File: config.mk
export PLATFORM = sky130hd
export DESIGN_NAME = ssd_sqrt
export DESIGN_NICKNAME = d
export VERILOG_FILES = /design/src/rtl/ssd_pkg.sv /design/src/rtl/ssd_sqrt.sv
export SDC_FILE = /design/constraint.sdc
export NUM_CORES = 2
export LEC_CHECK = 0
export ABC_AREA = 0
export BUFFER_PORTS_ARGS = -buffer_cell sky130_fd_sc_hd__buf_2
export CAP_MARGIN = 20
export CELL_PAD_IN_SITES_DETAIL_PLACEMENT = 1
export CELL_PAD_IN_SITES_GLOBAL_PLACEMENT = 2
export CORE_MARGIN = 2
export CORE_UTILIZATION = 49
export CTS_CLUSTER_DIAMETER = 200
export DETAILED_ROUTE_END_ITERATION = 8
export GPL_TIMING_DRIVEN = 0
export MAX_ROUTING_LAYER = met4
export PLACE_DENSITY = 0.83
export RECOVER_POWER = 50
export SLEW_MARGIN = 20
export SYNTH_ARGS = -nofsm -noshare
export SYNTH_HDL_FRONTEND = slang
export SYNTH_SLANG_ARGS = --single-unit
File: constraint.sdc
create_clock -name clk -period 8.1 [get_ports clk]
set_input_delay 1.62 -clock clk [delete_from_list [all_inputs] [get_ports clk]]
set_output_delay 1.62 -clock clk [all_outputs]
set_load 0.02 [all_outputs]
File: src/rtl/ssd_pkg.sv
// ============================================================================
// ssd_pkg
// Shared widths, types and arithmetic helpers for the segment distance block.
// ============================================================================
package ssd_pkg;

    // Field widths of the channels and the configuration register.
    localparam int COORD_W     = 32;
    localparam int FRAC_W      = 16;
    localparam int DIR_W       = 18;
    localparam int LIMIT_W     = 16;
    localparam int LIMIT_SHIFT = 16;
    localparam int OUT_W       = COORD_W + 1;

    // Internal widths: coordinate differences, products and sums of squares.
    localparam int DIFF_W = COORD_W + 1;
    localparam int PROD_W = 2 * DIFF_W;
    localparam int SQ_W   = PROD_W - 1;
    localparam int ROOT_W = (SQ_W + 1) / 2;
    localparam int DC_W   = 2 * DIR_W + 1;

    // Stage counts of the iterative units: one result bit per stage, after the divider's overflow stage.
    localparam int SQRT_STAGES = ROOT_W;
    localparam int DIV_STAGES  = OUT_W + 1;

    // Number of perpendicular candidates (two endpoints onto each segment).
    localparam int NUM_PERP = 4;
    localparam int NUM_SQRT = 6;

    // Flags that ride alongside the square root and divide pipelines.
    typedef struct packed {
        logic                crossing;
        logic [NUM_PERP-1:0] perp_ok;
    } side_t;

    // Signed product of two coordinate differences.
    function automatic logic signed [PROD_W-1:0] smul(
        input logic signed [DIFF_W-1:0] a,
        input logic signed [DIFF_W-1:0] b
    );
        return PROD_W'(a) * PROD_W'(b);
    endfunction

    // Magnitude of a signed sum; the sums stay below 2^SQ_W in magnitude.
    function automatic logic [SQ_W-1:0] mag(input logic signed [PROD_W-1:0] v);
        logic signed [PROD_W-1:0] n;
        n = -v;
        return v[PROD_W-1] ? n[SQ_W-1:0] : v[SQ_W-1:0];
    endfunction

endpackage

File: src/rtl/ssd_sqrt.sv
// ============================================================================
// ssd_sqrt
// Pipelined integer square root, floor(sqrt(v)), one root bit per stage.
// ============================================================================
module ssd_sqrt (
    input  logic                         clk,
    input  logic                         en,
    input  logic [ssd_pkg::SQ_W-1:0]    v,
    output logic [ssd_pkg::ROOT_W-1:0]  root
);

    localparam int RW = ssd_pkg::SQ_W + 2;
    localparam int NB = ssd_pkg::ROOT_W;

    // Remainder v - root^2 and the partial root at each stage.
    logic [RW-1:0] rem_reg  [0:NB-2];
    logic [NB-1:0] root_reg [0:NB-1];

    for (genvar s = 0; s < NB; s++)
    begin : g_step
        localparam int B = NB - 1 - s;
        logic [RW-1:0] rem_in;
        logic [RW-1:0] trial;
        logic [NB-1:0] root_in;
        logic          take;

        if (s == 0)
        begin : g_first
            assign rem_in  = RW'(v);
            assign root_in = '0;
        end
        else
        begin : g_next
            assign rem_in  = rem_reg[s-1];
            assign root_in = root_reg[s-1];
        end

        // (root + 2^B)^2 - root^2 = root * 2^(B+1) + 2^(2B).
        assign trial = (RW'(root_in) << (B + 1)) | (RW'(1) << (2 * B));
        assign take  = (rem_in >= trial);

        always_ff @(posedge clk)
        begin
            if (en)
            begin
                root_reg[s] <= take ? (root_in | (NB'(1) << B)) : root_in;
            end
        end

        if (s < NB - 1)
        begin : g_rem
            always_ff @(posedge clk)
            begin
                if (en)
                begin
                    rem_reg[s] <= take ? (rem_in - trial) : rem_in;
                end
            end
        end
    end

    assign root = root_reg[NB-1];

endmodule

==> impl_metrics.ini <==
[status]
status = complete, but fails checks
violations = max-capacitance violations, max-slew violations

[clock_tree]
cts-hold-fix-buffers = 0
insertion_delay_ns = 0.92
clockBufferDepth = 4
post_cts_buffers = 0
cts_num_sinks = 2704
clk_pin_slew_ns = 0.07
cts_root_buffer = clkbuf_16
ctsHtreeMaxLevel = 5
cts_tree = done
ctsResizeCount = 0
cts_inserted_buffers = 299

[detailed_routing]
wire_per_inst_um = 25.1
ant_nets = 0
wirelength_um = 363000
dr.pass1.iters = 5
drc = 0
drtIter0Drc = 7434
vias = 85000
post_drt_via_cell_ratio = 5.87

[floorplan]
die_x_um = 518
io_pins = 100
die_area_um2 = 269000
coreArea_um2 = 263000
die_h_um = 518
initial_utilization_pct = 49.4
num_rows = 188

[place]
portBuffers = 98
placedCellCount = 13900
dpl.hpwl_um = 277000
place.gp.congestion = 0.916

[global_route]
grtUsageTotal_pct = 27.3
grt_pass1_vias = 87900
grt_pass1_wl_um = 549000
grt-ovfl-total = 0
grt_max_degree = 151
antenna_found_initial = 17

[worst_setup_path]
cp_data_required_time_ns = 8.59
critPathLaunchType = input port
arrival_ns = 7.03
crit_fanout = 148
critPathKind = input port to register
end_kind = register

[sta]
final.setup_skew_ns = 0.0846
min_period_ns = 6.54
worstMarginPinSlew_ns = 3.65
max_freq_mhz = 153
tns_ns = 0
slew_headroom_pct = -144
rsz0062_at_grt = no
hold_viol = 0
final_max_slew_viol_count = 270
setup_viol = 0
fin_crit_sh_pct = 80.7

[final_layout]
drive_gt1_share_pct = 7.12
fillers = 26400
instances_no_fill = 14500
syn2layout_area_growth_pct = 11.7
largest_register_ffs = 2143
layout.area.seq_um2 = 81200
nets = 11400
multi_input_area_um2 = 44900

[yosys]
syn_avg_cell_area_um2 = 12.6
ys_seq_area_share_pct = 62.6
async_flop_share_pct = 0
ys.flop_type = edfxtp_1
synth_edf_count = 2704
netlist_area_um2 = 130000
ys_warn_count = 0
synthCells = 10300
ys_ff_latch = 2704
ys_types = 105

[run]
drv_cap = 2

[worst_hold_path]
hold_class = register to register

[power]
p_leak_nw = 54.1
powerDensity_nw_per_um2 = 285
vdd_ir_drop_max_mv = 0.245
[cell type report]
cell class              count  area share (%)
clock inverters           189            1.35
multi-input cells        6616            31.0
diodes                      8          0.0138
flip-flops and latches   2704            56.0
well taps                3515            3.04
plain buffers             220           0.616
inverters                 748            1.94
clock buffers             353            5.33
repair buffers            125           0.712
[per-layer routing]
layer | part of all wire, % | GRT usage [%]
met5 | 0 | -
met4 | 2.2 | 6.11
met3 | 5.0 | 3.14
met2 | 47 | 43.3
met1 | 45 | 38.1
[synth_stat cells (32+ instances only)]
cell type  instances  area, um^2
nand2_1          674        2530
nand3b_1          39         293
nor2_1           612        2300
inv_1            745        2800
a211oi_1          55         413
xnor2_1          506        4430
ha_1             590        7380
mux2_2            96        1080
nand4_1          170        1060
edfxtp_1        2704       81200
nor2b_1           82         513
o21ai_0          496        2480
and3_1            59         369
nor4b_1           50         438
nor3_1           301        1510
nand2b_1         116         726
and2_1            32         200
o31ai_1           52         390
o211ai_1          34         255
xor2_1           442        3870
or2_2             42         263
clkbuf_1         175         657
o21a_1           104         781
o21bai_1          46         345
nor4_1           355        2220
a21oi_1          628        3140
or3_1            108         676
or4_1             89         668
a31oi_1           48         300
a21o_1           259        1940
nand3_1          164         821
[critical path: stages]
cell,delay [ns]
clkbuf_1,0.78
buf_16,0.56
buf_16,0.52
buf_16,0.49
buf_16,0.42
buf_16,0.46
buf_16,0.38
buf_16,0.54
buf_16,0.49
[worst paths after layout]
check,from,depth (start not counted),endpoint,slack (ns)
hold / removal,root_reg[28][16]$_DFFE_PP_,0,root_reg[29][16]$_DFFE_PP_,0.43
setup reg to reg,rem_reg[1][889]$_DFFE_PP_,12,rem_reg[1][994]$_DFFE_PP_,2.63
setup / recovery,en,9,rem_reg[1][1053]$_DFFE_PP_,1.56
hold reg to reg,root_reg[28][16]$_DFFE_PP_,0,root_reg[29][16]$_DFFE_PP_,0.43
[cells in the final DEF (no fill, tap or decap), types with 58 or more instances in the layout]
cell / synthesis / layout
nand2b_1: 116 / 116
clkinv_2: 0 / 58
nand2_1: 674 / 674
clkbuf_1: 175 / 248
inv_1: 745 / 745
ha_1: 590 / 590
mux2_2: 96 / 95
xor2_1: 442 / 442
nor3_1: 301 / 298
nand3_1: 164 / 164
edfxtp_1: 2704 / 2704
nor4_1: 355 / 350
or4_1: 89 / 89
a21oi_1: 628 / 627
and3_1: 59 / 59
nand4_1: 170 / 170
xnor2_1: 506 / 506
a21o_1: 259 / 259
buf_2: 25 / 106
o21a_1: 104 / 104
clkbuf_16: 0 / 301
o21ai_0: 496 / 496
or3_1: 108 / 108
nor2_1: 612 / 612
nor2b_1: 82 / 82
[logic make-up (layout without fill, tap and decap cells)]
family / Yosys count / in the layout / synth area share (%)
multiplexers: 107 / 107 / 0.923
AO/OA/AOI/OAI: 1955 / 1955 / 9.40
other: 1 / 10 / 0.00289
AND/OR/NAND/NOR: 3014 / 3014 / 12.1
flip-flops: 2704 / 2704 / 62.6
adder cells (fa/ha/maj): 590 / 590 / 5.69
buffers and inverters: 968 / 1635 / 2.85
XOR/XNOR: 948 / 948 / 6.40
[per-stage QoR]
step / power (mW) / utilization, % / setup WS, ns / area [um^2] / hold slack [ns]
floorplan: 24.7 / - / 4.44 / 130000 / 0.417
global placement: 28.8 / 51.2 / -36.00 / 135000 / 0.422
detailed placement: 27.9 / 51.5 / 1.25 / 135000 / 0.426
CTS: 41.6 / 55.2 / 2.20 / 145000 / 0.436
global route: 43.2 / 55.1 / 1.01 / 145000 / 0.451
finish: 41.4 / 55.1 / 1.56 / 145000 / 0.425
[report_power, final]
part	total, mW	leakage (nW)	internal [mW]	switching (mW)
logic	8.62	23.3	3.37	5.26
registers	19.2	26.0	17.7	1.47
clock network	13.6	4.71	7.79	5.79
total	41.4	54.1	28.9	12.5
(Power assumes the default switching activity.)
